`src/hw/rtl/tts_pkg.sv`:
```
// tts_pkg: shared types, codes and helpers of the template tag scanner
// no dependencies; imported by tts_step and template_tag_scanner
package tts_pkg;

    localparam int POS_W = 24;            // byte offsets wrap at this width
    localparam int CNT_W = 24;            // line, column and error count width
    localparam int DEPTH = 4;             // lookahead bytes held
    localparam int MAX_RES = 4;           // results kept per word
    localparam logic [CNT_W-1:0] CNT_MAX = '1;

    typedef enum logic [1:0] {
        MODE_TEXT,
        MODE_SIGIL,
        MODE_BLANK
    } mode_t;

    localparam logic [3:0] K_NONE     = 4'd0;
    localparam logic [3:0] K_COMMENT  = 4'd1;
    localparam logic [3:0] K_VAR      = 4'd2;
    localparam logic [3:0] K_TRIPLE   = 4'd3;
    localparam logic [3:0] K_AMP      = 4'd4;
    localparam logic [3:0] K_SECTION  = 4'd5;
    localparam logic [3:0] K_INVERTED = 4'd6;
    localparam logic [3:0] K_CLOSE    = 4'd7;
    localparam logic [3:0] K_PARTIAL  = 4'd8;

    localparam logic [1:0] R_TAG   = 2'd0;
    localparam logic [1:0] R_ERROR = 2'd1;
    localparam logic [1:0] R_END   = 2'd2;

    localparam logic [1:0] E_DANGLING_OPEN  = 2'd0;
    localparam logic [1:0] E_DANGLING_CLOSE = 2'd1;
    localparam logic [1:0] E_BAD_CLOSE      = 2'd2;
    localparam logic [1:0] E_NO_NAME        = 2'd3;

    localparam logic [7:0] CH_LBRACE = 8'h7B;
    localparam logic [7:0] CH_RBRACE = 8'h7D;
    localparam logic [7:0] CH_BANG   = 8'h21;
    localparam logic [7:0] CH_AMP    = 8'h26;
    localparam logic [7:0] CH_HASH   = 8'h23;
    localparam logic [7:0] CH_CARET  = 8'h5E;
    localparam logic [7:0] CH_SLASH  = 8'h2F;
    localparam logic [7:0] CH_GT     = 8'h3E;
    localparam logic [7:0] CH_CR     = 8'h0D;
    localparam logic [7:0] CH_LF     = 8'h0A;

    typedef struct packed {
        logic [3:0]       kind;
        logic [CNT_W-1:0] line;
        logic [CNT_W-1:0] col;
        logic [POS_W-1:0] beg;
        logic [POS_W-1:0] wide_beg;
        logic             may_widen;
        logic [POS_W-1:0] label_at;
    } tag_t;

    typedef struct packed {
        mode_t                mode;
        logic [POS_W-1:0]     pos;
        logic [CNT_W-1:0]     line;
        logic [CNT_W-1:0]     col;
        logic [DEPTH-1:0][7:0] la;
        logic [2:0]           held;
        tag_t                 tag;
        logic [POS_W-1:0]     brs;        // start of current blank run
        logic                 rab;        // that run follows a break or the start
        logic [POS_W-1:0]     lnb;        // just past last non-blank
        logic [CNT_W-1:0]     err_total;
        logic [1:0]           cphase;     // closer sub-step
    } scan_t;

    typedef struct packed {
        logic [1:0]       rkind;
        logic [3:0]       tkind;
        logic [CNT_W-1:0] line;
        logic [CNT_W-1:0] col;
        logic [POS_W-1:0] sb;
        logic [POS_W-1:0] se;
        logic [POS_W-1:0] lb;
        logic [POS_W-1:0] le;
        logic [1:0]       ekind;
        logic [CNT_W-1:0] errs;
    } result_t;

    function automatic logic is_blank(input logic [7:0] c);
        return c == 8'h20 || c == 8'h09 || c == 8'h0B || c == 8'h0C;
    endfunction

    function automatic logic is_break(input logic [7:0] c);
        return c == CH_CR || c == CH_LF;
    endfunction

    function automatic logic [CNT_W-1:0] sat_add(input logic [CNT_W-1:0] a,
                                                 input logic [1:0] b);
        logic [CNT_W:0] s;
        s = {1'b0, a} + {{(CNT_W-1){1'b0}}, b};
        return s[CNT_W] ? CNT_MAX : s[CNT_W-1:0];
    endfunction

    function automatic scan_t reset_state();
        scan_t s;
        s           = '0;
        s.mode      = MODE_TEXT;
        s.line      = CNT_W'(1);
        s.col       = CNT_W'(1);
        s.tag.kind  = K_NONE;
        s.rab       = 1'b1;
        return s;
    endfunction

endpackage

```
`src/hw/rtl/tts_step.sv`:
```
// tts_step: one scan step on the lookahead window, at most one result
// depends on tts_pkg
module tts_step import tts_pkg::*; (
    input  scan_t      st,
    input  logic       fresh,      // first step of a word: append its byte
    input  logic [7:0] data,
    input  logic       bv,
    input  logic       eot,
    output scan_t      nx,
    output logic       emit,
    output result_t    res,
    output logic       done        // word needs no further step
);

    logic [DEPTH-1:0][7:0] la;
    logic [2:0]       h;
    logic             cond;
    logic             has1;
    logic [1:0]       n;
    logic             in_tag;
    logic             end_rec;
    logic [3:0]       k;
    logic [CNT_W-1:0] col2;
    logic             brace3;
    logic             triple;
    logic             err2;
    logic             err3;
    logic [1:0]       p;
    logic [2:0]       used;
    logic [2:0]       idx;
    logic [POS_W-1:0] endv;
    logic [POS_W-1:0] pi;
    logic             widen;

    always_comb begin
        la      = st.la;
        h       = st.held;
        if (fresh && bv) begin
            la[h[1:0]] = data;
            h = h + 3'd1;
        end
        nx      = st;
        emit    = 1'b0;
        res     = '0;
        n       = 2'd0;
        end_rec = 1'b0;
        k       = K_VAR;
        used    = 3'd2;
        idx     = 3'd2;
        endv    = '0;
        pi      = '0;
        widen   = 1'b0;
        cond    = (h == 3'd4) || (eot && h != 3'd0);
        has1    = h > 3'd1;
        in_tag  = st.tag.kind != K_NONE && st.tag.kind != K_COMMENT;
        col2    = sat_add(st.col, 2'd2);
        brace3  = (h > 3'd2) && la[2] == CH_RBRACE;
        triple  = st.tag.kind == K_TRIPLE;
        err2    = triple && !brace3;
        err3    = st.tag.kind != K_COMMENT && st.lnb == st.tag.label_at;
        p       = st.cphase;
        if (p == 2'd0 && !err2) p = 2'd1;
        if (p == 2'd1 && !err3) p = 2'd2;

        if (!cond) begin
            if (eot) begin
                emit      = 1'b1;
                res.rkind = R_END;
                res.line  = st.line;
                res.col   = st.col;
                res.sb    = st.pos;
                res.se    = st.pos;
                res.errs  = st.err_total;
                end_rec   = 1'b1;
            end
        end else begin
            case (st.mode)
                MODE_SIGIL: begin
                    case (la[0])
                        CH_BANG:   k = K_COMMENT;
                        CH_LBRACE: k = K_TRIPLE;
                        CH_AMP:    k = K_AMP;
                        CH_HASH:   k = K_SECTION;
                        CH_CARET:  k = K_INVERTED;
                        CH_SLASH:  k = K_CLOSE;
                        CH_GT:     k = K_PARTIAL;
                        default:   k = K_VAR;
                    endcase
                    nx.tag.kind = k;
                    if (k != K_VAR) begin
                        n      = 2'd1;
                        nx.col = sat_add(st.col, 2'd1);
                    end
                    nx.mode = MODE_BLANK;
                end
                MODE_BLANK: begin
                    if (is_blank(la[0])) begin
                        n      = 2'd1;
                        nx.col = sat_add(st.col, 2'd1);
                    end else begin
                        nx.tag.label_at = st.pos;
                        nx.lnb          = st.pos;
                        nx.mode         = MODE_TEXT;
                    end
                end
                default: begin
                    if (has1 && la[0] == CH_LBRACE && la[1] == CH_LBRACE) begin
                        if (in_tag) begin
                            emit          = 1'b1;
                            res.rkind     = R_ERROR;
                            res.ekind     = E_DANGLING_OPEN;
                            res.line      = st.tag.line;
                            res.col       = st.tag.col;
                            nx.err_total  = sat_add(st.err_total, 2'd1);
                            nx.tag.kind   = K_NONE;
                        end
                        nx.tag.line      = st.line;
                        nx.tag.col       = st.col;
                        nx.tag.beg       = st.pos;
                        nx.tag.wide_beg  = st.brs;
                        nx.tag.may_widen = st.rab;
                        nx.col           = col2;
                        n                = 2'd2;
                        nx.mode          = MODE_SIGIL;
                    end else if (has1 && la[0] == CH_RBRACE && la[1] == CH_RBRACE) begin
                        if (st.tag.kind == K_NONE) begin
                            emit         = 1'b1;
                            res.rkind    = R_ERROR;
                            res.ekind    = E_DANGLING_CLOSE;
                            res.line     = st.line;
                            res.col      = st.col;
                            nx.err_total = sat_add(st.err_total, 2'd1);
                            n            = 2'd1;
                            nx.col       = sat_add(st.col, 2'd1);
                        end else begin
                            // closer: errors first, then the record, one per cycle when the step is not stalled
                            emit = 1'b1;
                            case (p)
                                2'd0: begin
                                    res.rkind    = R_ERROR;
                                    res.ekind    = E_BAD_CLOSE;
                                    res.line     = st.line;
                                    res.col      = col2;
                                    nx.err_total = sat_add(st.err_total, 2'd1);
                                    nx.cphase    = 2'd1;
                                end
                                2'd1: begin
                                    res.rkind    = R_ERROR;
                                    res.ekind    = E_NO_NAME;
                                    res.line     = st.tag.line;
                                    res.col      = st.tag.col;
                                    nx.err_total = sat_add(st.err_total, 2'd1);
                                    nx.cphase    = 2'd2;
                                end
                                default: begin
                                    used   = (triple && brace3) ? 3'd3 : 3'd2;
                                    nx.col = (triple && brace3) ? sat_add(col2, 2'd1) : col2;
                                    endv   = st.pos + POS_W'(used);
                                    res.sb = st.tag.beg;
                                    widen  = st.tag.kind != K_VAR && !triple
                                             && st.tag.kind != K_AMP && st.tag.may_widen
                                             && (used >= h || is_break(la[used[1:0]]));
                                    if (widen) begin
                                        res.sb = st.tag.wide_beg;
                                        idx    = used;
                                        if (idx < h && la[idx[1:0]] == CH_CR) begin
                                            endv = endv + POS_W'(1);
                                            idx  = idx + 3'd1;
                                        end
                                        if (idx < h && la[idx[1:0]] == CH_LF)
                                            endv = endv + POS_W'(1);
                                    end
                                    res.rkind   = R_TAG;
                                    res.tkind   = st.tag.kind;
                                    res.line    = st.tag.line;
                                    res.col     = st.tag.col;
                                    res.se      = endv;
                                    res.lb      = st.tag.label_at;
                                    res.le      = st.lnb;
                                    nx.tag.kind = K_NONE;
                                    n           = used[1:0];
                                    nx.cphase   = 2'd0;
                                end
                            endcase
                        end
                    end else if (is_break(la[0])) begin
                        n = (la[0] == CH_CR && has1 && la[1] == CH_LF) ? 2'd2 : 2'd1;
                        if (in_tag) begin
                            emit         = 1'b1;
                            res.rkind    = R_ERROR;
                            res.ekind    = E_DANGLING_OPEN;
                            res.line     = st.tag.line;
                            res.col      = st.tag.col;
                            nx.err_total = sat_add(st.err_total, 2'd1);
                            nx.tag.kind  = K_NONE;
                        end
                        nx.line = sat_add(st.line, 2'd1);
                        nx.col  = CNT_W'(1);
                    end else begin
                        n      = 2'd1;
                        nx.col = sat_add(st.col, 2'd1);
                    end
                end
            endcase
        end

        // consume n bytes from the window
        for (int i = 0; i < 3; i++) begin
            pi = st.pos + POS_W'(i + 1);
            if (2'(i) < n && !is_blank(la[i])) begin
                nx.brs = pi;
                nx.rab = is_break(la[i]);
                nx.lnb = pi;
            end
        end
        nx.pos  = st.pos + POS_W'(n);
        nx.la   = la >> {n, 3'b000};
        nx.held = h - {1'b0, n};

        if (end_rec)
            nx = reset_state();

        done = end_rec || (!eot && nx.held != 3'd4 && nx.cphase == 2'd0);
    end

endmodule

```
`src/hw/rtl/template_tag_scanner.sv`:
```
// template_tag_scanner: top level, finds {{ }} tags in a byte stream
// depends on tts_pkg and tts_step
//
// channel | dir | tdata                 | tuser       | tlast
// s_      | in  | data_byte             | byte_valid  | end_of_template
// m_      | out | tag/error/end fields  | result_kind | run_last
//
// each word takes a step; each step that takes no byte comes on top: a plain var sigil,
// the first name byte, each closer error; a template's end adds its drain and record
// results pass a one-entry hold stage and an output register; one result
// waiting on m_tready leaves the input free, a second one in hold stalls it
// reset (aresetn low, synchronous) clears the scan state to line 1, column 1
// at most four results per word; further ones are dropped, but dropped errors still count in errors_seen
module template_tag_scanner import tts_pkg::*; (
    input  logic         aclk,
    input  logic         aresetn,
    input  logic         s_tvalid,
    output logic         s_tready,
    input  logic [7:0]   s_tdata,   // data_byte
    input  logic         s_tuser,   // byte_valid
    input  logic         s_tlast,   // end_of_template
    output logic         m_tvalid,
    input  logic         m_tready,
    // tag_kind[3:0] line_number[27:4] column_number[51:28] span_begin[75:52]
    // span_end[99:76] label_begin[123:100] label_end[147:124]
    // error_kind[149:148] errors_seen[173:150], zero fill [175:174]
    output logic [175:0] m_tdata,
    output logic [1:0]   m_tuser,   // result_kind
    output logic         m_tlast    // run_last
);

    scan_t      st_reg;
    scan_t      st_next;
    logic       in_v_reg;
    logic [7:0] in_data_reg;
    logic       in_bv_reg;
    logic       in_eot_reg;
    logic       fresh_reg;
    logic [2:0] nres_reg;
    logic       hold_v_reg;
    logic       hold_last_reg;
    result_t    hold_res_reg;
    logic       out_v_reg;
    logic       out_last_reg;
    result_t    out_res_reg;

    logic       step_emit;
    result_t    step_res;
    logic       step_done;
    logic       out_can;
    logic       go;
    logic       emit_ok;
    logic       hold_move;

    tts_step u_step (
        .st    (st_reg),
        .fresh (fresh_reg),
        .data  (in_data_reg),
        .bv    (in_bv_reg),
        .eot   (in_eot_reg),
        .nx    (st_next),
        .emit  (step_emit),
        .res   (step_res),
        .done  (step_done)
    );

    assign out_can   = !out_v_reg || m_tready;
    // step only when the hold slot can drain if needed
    assign go        = in_v_reg && (!hold_v_reg || out_can);
    assign emit_ok   = step_emit && (nres_reg < 3'(MAX_RES));
    // held result leaves once we know whether it ends its word
    assign hold_move = hold_v_reg && out_can
                       && (hold_last_reg || (go && (emit_ok || step_done)));
    assign s_tready  = !in_v_reg || (go && step_done);

    always_ff @(posedge aclk) begin
        if (!aresetn) begin
            st_reg        <= reset_state();
            in_v_reg      <= 1'b0;
            fresh_reg     <= 1'b0;
            nres_reg      <= '0;
            hold_v_reg    <= 1'b0;
            hold_last_reg <= 1'b0;
            out_v_reg     <= 1'b0;
            out_last_reg  <= 1'b0;
        end else begin
            if (go)
                st_reg <= st_next;
            if (s_tvalid && s_tready) begin
                in_v_reg    <= 1'b1;
                in_data_reg <= s_tdata;
                in_bv_reg   <= s_tuser;
                in_eot_reg  <= s_tlast;
                fresh_reg   <= 1'b1;
                nres_reg    <= '0;
            end else if (go) begin
                fresh_reg <= 1'b0;
                if (emit_ok)
                    nres_reg <= nres_reg + 3'd1;
                if (step_done)
                    in_v_reg <= 1'b0;
            end

            if (go && emit_ok) begin
                hold_v_reg    <= 1'b1;
                hold_res_reg  <= step_res;
                hold_last_reg <= step_done;
            end else if (hold_move) begin
                hold_v_reg <= 1'b0;
            end

            if (out_can) begin
                out_v_reg    <= hold_move;
                out_res_reg  <= hold_res_reg;
                out_last_reg <= hold_last_reg || (go && step_done && !emit_ok);
            end
        end
    end

    assign m_tvalid = out_v_reg;
    assign m_tuser  = out_res_reg.rkind;
    assign m_tlast  = out_last_reg;
    assign m_tdata  = {2'b00, out_res_reg.errs, out_res_reg.ekind,
                       out_res_reg.le, out_res_reg.lb, out_res_reg.se, out_res_reg.sb,
                       out_res_reg.col, out_res_reg.line, out_res_reg.tkind};

endmodule
```
`config.mk`:
```
export PLATFORM = sky130hd
export DESIGN_NAME = template_tag_scanner
export DESIGN_NICKNAME = d
export VERILOG_FILES = /design/src/hw/rtl/tts_pkg.sv /design/src/hw/rtl/tts_step.sv /design/src/hw/rtl/template_tag_scanner.sv
export SDC_FILE = /design/constraint.sdc
export NUM_CORES = 2
export LEC_CHECK = 0
export BUFFER_PORTS_ARGS = -buffer_cell sky130_fd_sc_hd__buf_2
export CORE_ASPECT_RATIO = 0.9
export CORE_MARGIN = 10
export CORE_UTILIZATION = 55
export DETAILED_ROUTE_END_ITERATION = 6
export PLACE_DENSITY = 0.75
export SLEW_MARGIN = 20
export SYNTH_ARGS = -nofsm -noshare
export SYNTH_HDL_FRONTEND = slang
export SYNTH_SLANG_ARGS = --single-unit
export TNS_END_PERCENT = 30
```
`constraint.sdc`:
```
create_clock -name aclk -period 16.4 [get_ports aclk]
set_clock_uncertainty 0.05 [all_clocks]
set_input_delay 0.82 -clock aclk [delete_from_list [all_inputs] [get_ports aclk]]
set_output_delay 0.82 -clock aclk [all_outputs]
set_load 0.005 [all_outputs]
```
==> summary.md <==
| Metric | Value |
|---|---|
| Filler cells | `5336` |
| Number of buffers created by CTS | `70` |
| Die width | `286 um` |
| Hold Buf Count CTS | `0` |
| Max-cap viol count | `0` |
| Kind of critical path | `flop to primary output` |
| PwrDens | `93.8 nW/um^2` |
| FP Rows | `87` |
| Ys flop type | `edfxtp_1` |
| Clk_lat worst skew | `0.65 ns` |
| Main area contributors after synthesis | `edfxtp_1 (31%), dfxtp_1 (18%), a21oi_1 (5.8%)` |
| Commonest non-fill, non-tap cells in the layout | `nand2_1 (501), a21oi_1 (408), edfxtp_1 (362)` |
| ANT cells | `0` |
| I/O pins | `195` |
| Finished Layout Cells | `4806` |
| Post-cts repair resize count | `0` |
| Setup Buffers After CTS | `0` |
| Mapped Cells | `3893` |
| Number of flip-flops in the largest register | `309` |
| Slew @ Worst Pin | `1.11 ns` |
| DR vias | `30953` |
| Port Buf Inserts | `192` |
| Cell Area, Synth | `35100 um^2` |
| DR pass1 iterations | `7` |
| Fin area | `38700 um^2` |
| Post-placement cell area | `36400 um^2` |
| Slew Limit Fails | `0` |
| H-Tree Depth | `3` |
| Setup crit start kind | `flop` |
| Setup-failing EPs final | `0` |
| Die Y | `260 um` |
| Placed cell count | `4677` |
| Clk pwr share | `0.434` |
| Number of flops mapped to enable cells by yosys | `362` |
| Remaining Overflow, GRT | `0` |
| Slack of the critical path | `9.28 ns` |
| Final GP Congestion | `0.988` |
| Clock Sinks | `680` |
| Commonest non-fill, non-tap cell in the layout | `nand2_1` |
| Drt via density | `6.44` |
| Die area | `74400 um^2` |
| Post-route setup TNS | `0 ns` |
| Worst Setup End Kind | `primary output` |
| Arrival time worst endpoint | `6.25 ns` |
| LEAKAGE | `13.3 nW` |
| Net Switching | `882 uW` |
| Sequential area share after synthesis | `0.490` |
| TritonCTS clock tree | `built` |
| Req. time, crit path | `15.53 ns` |
| Final min period | `7.12 ns` |
| Hpwl dp | `72.2 mm` |
| DRC | `0` |
| Rel. slew slack | `0.258` |
| CTS clk-pin slew, worst paths | `0.07 ns` |
| Routed WL | `108 mm` |
| Post-synth cell types | `117` |
| Final Hold Fails | `0` |
| Int Pwr | `2.75 mW` |
| Root buffer cell | `clkbuf_16` |
| #FFs+latches synth | `680` |
| Leading area contributor after synthesis | `edfxtp_1` |
| Switching share of power | `0.243` |
| Yosys top cell area share | `0.309` |
| Core Region | `63000 um^2` |
| Vias in the first global route | `28337` |
| Max Root-Sink Buffers | `3` |
| Ys async rst share | `0` |
| Drt wl/cell | `22.6 um` |
| Yosys warnings | `0` |
| Avg Cell Area, Syn | `9.03 um^2` |
| Logic gate share of total power | `0.059` |
| Initial antenna violation count | `1` |
| Largest net degree at the start of global routing | `187` |
| First-pass GRT wire length | `168 mm` |
| Sequential power share | `0.506` |
| Worst IR Drop VDD | `0.0673 mV` |
| Layout cell share with drive strength beyond 1 | `0.113` |
| Fin crit share | `0.434` |
| Status | `completed` |
| Global Route Usage Sum | `0.281` |
| Largest fanout on the critical path | `23` |
| Class of the worst hold path | `primary input to flop` |
| Place WS | `9.64 ns` |
| Max frequency | `140 MHz` |
| NumNets Final | `3946` |
| RSZ-0062 raised after global routing | `false` |
| Overall power | `3.63 mW` |
| Initial Util | `0.558` |
| DRT iter0 DRCs | `4502` |
| Area Overhead vs Synth | `10.1%` |
| DRT antenna net count | `0` |
==> power by group through the flow <==
| stage | Clock [mW] | Sequential, mW | Combinational (mW) |
|---|---|---|---|
| 6_report | 1.58 | 1.84 | 0.216 |
| 5_1_grt | 1.66 | 1.84 | 0.232 |
| 3_5_place_dp | 0 | 1.87 | 0.211 |
| 3_3_place_gp | 0 | 1.87 | 0.210 |
| 4_1_cts | 1.59 | 1.84 | 0.211 |
| 2_1_floorplan | 0 | 1.87 | 0.145 |
==> metrics by stage <==
stage | utilization | hold WS (ns)
detailed placement | 0.578 | 0.355
finish | 0.614 | 0.310
global route | 0.614 | 0.298
global placement | 0.578 | 0.351
floorplan | - | 0.350
CTS | 0.614 | 0.291
==> logic make-up after synthesis <==
family / after synthesis / synth area share
muxes: 70 / 0.0206
DFF: 680 / 0.490
buffers and inverters: 355 / 0.0414
other: 1 / 0.000107
and+or+nand+nor: 1528 / 0.209
AOI/OAI and AO/OA: 1048 / 0.182
adders and majority gates: 28 / 0.0104
xor gates and xnor gates: 183 / 0.0458
==> Yosys cell counts, drive strengths merged (14+ instances only) <==
cell    number
nand2      503
a21oi      411
edfxtp     362
nor2       319
dfxtp      318
o21ai      253
nand3      246
clkbuf     243
xnor2      104
nor3       100
xor2        79
buf         69
and2        68
and3        64
mux2i       60
a31oi       57
nand4       55
a211oi      54
inv         41
or3         27
ha          26
o211ai      26
o21a        26
a22oi       25
o22ai       25
nor4        22
a21o        21
nand2b      19
nor2b       19
o221ai      14
or2         14
==> area by class of cell <==
class / count / area [um^2] / area share
Clock buffer: 92 / 1910 / 0.0493
Clock inverter: 37 / 340 / 0.00880
Inverter: 43 / 169 / 0.00437
Multi-Input combinational cell: 2859 / 16600 / 0.428
Sequential cell: 680 / 17200 / 0.445
Tap cell: 845 / 1060 / 0.0273
Timing Repair Buffer: 250 / 1410 / 0.0364
==> worst max-delay path, stage by stage (launching register included) <==
cell and delay (ns):
dfxtp_1 0.55, ha_1 0.23, and3_1 0.63, mux2i_1 0.26, or4_1 0.58, nor2_1 0.79
nor3_1 0.09, a21boi_2 0.28, nor2_4 0.16, clkinv_2 0.33, ha_1 0.33, inv_1 0.06
fa_1 0.43, inv_1 0.07, a31oi_1 0.06, o21ai_1 0.15, a21oi_1 0.16, nand2b_1 0.26
buf_2 0.16
==> final timing paths <==
check / startpoint / to / slack, ns / depth (start not counted)
max: st_reg[200] / s_tready / 9.28 / 18
min reg2reg: hold_res_reg[53] / m_tdata[103] / 0.36 / 0
min: s_tdata[3] / in_data_reg[3] / 0.31 / 1
max reg2reg: st_reg[200] / hold_res_reg[97] / 9.42 / 25
==> layer usage <==
layer / GRT usage / part of all wire / wire length [um]
met1: 0.412 / 0.43 / 46700
met2: 0.404 / 0.42 / 46100
met3: 0.0720 / 0.12 / 12800
met4: 0.0820 / 0.026 / 2840
met5: 0 / 0.00012 / 13
Power figures use the tool's default switching activity.
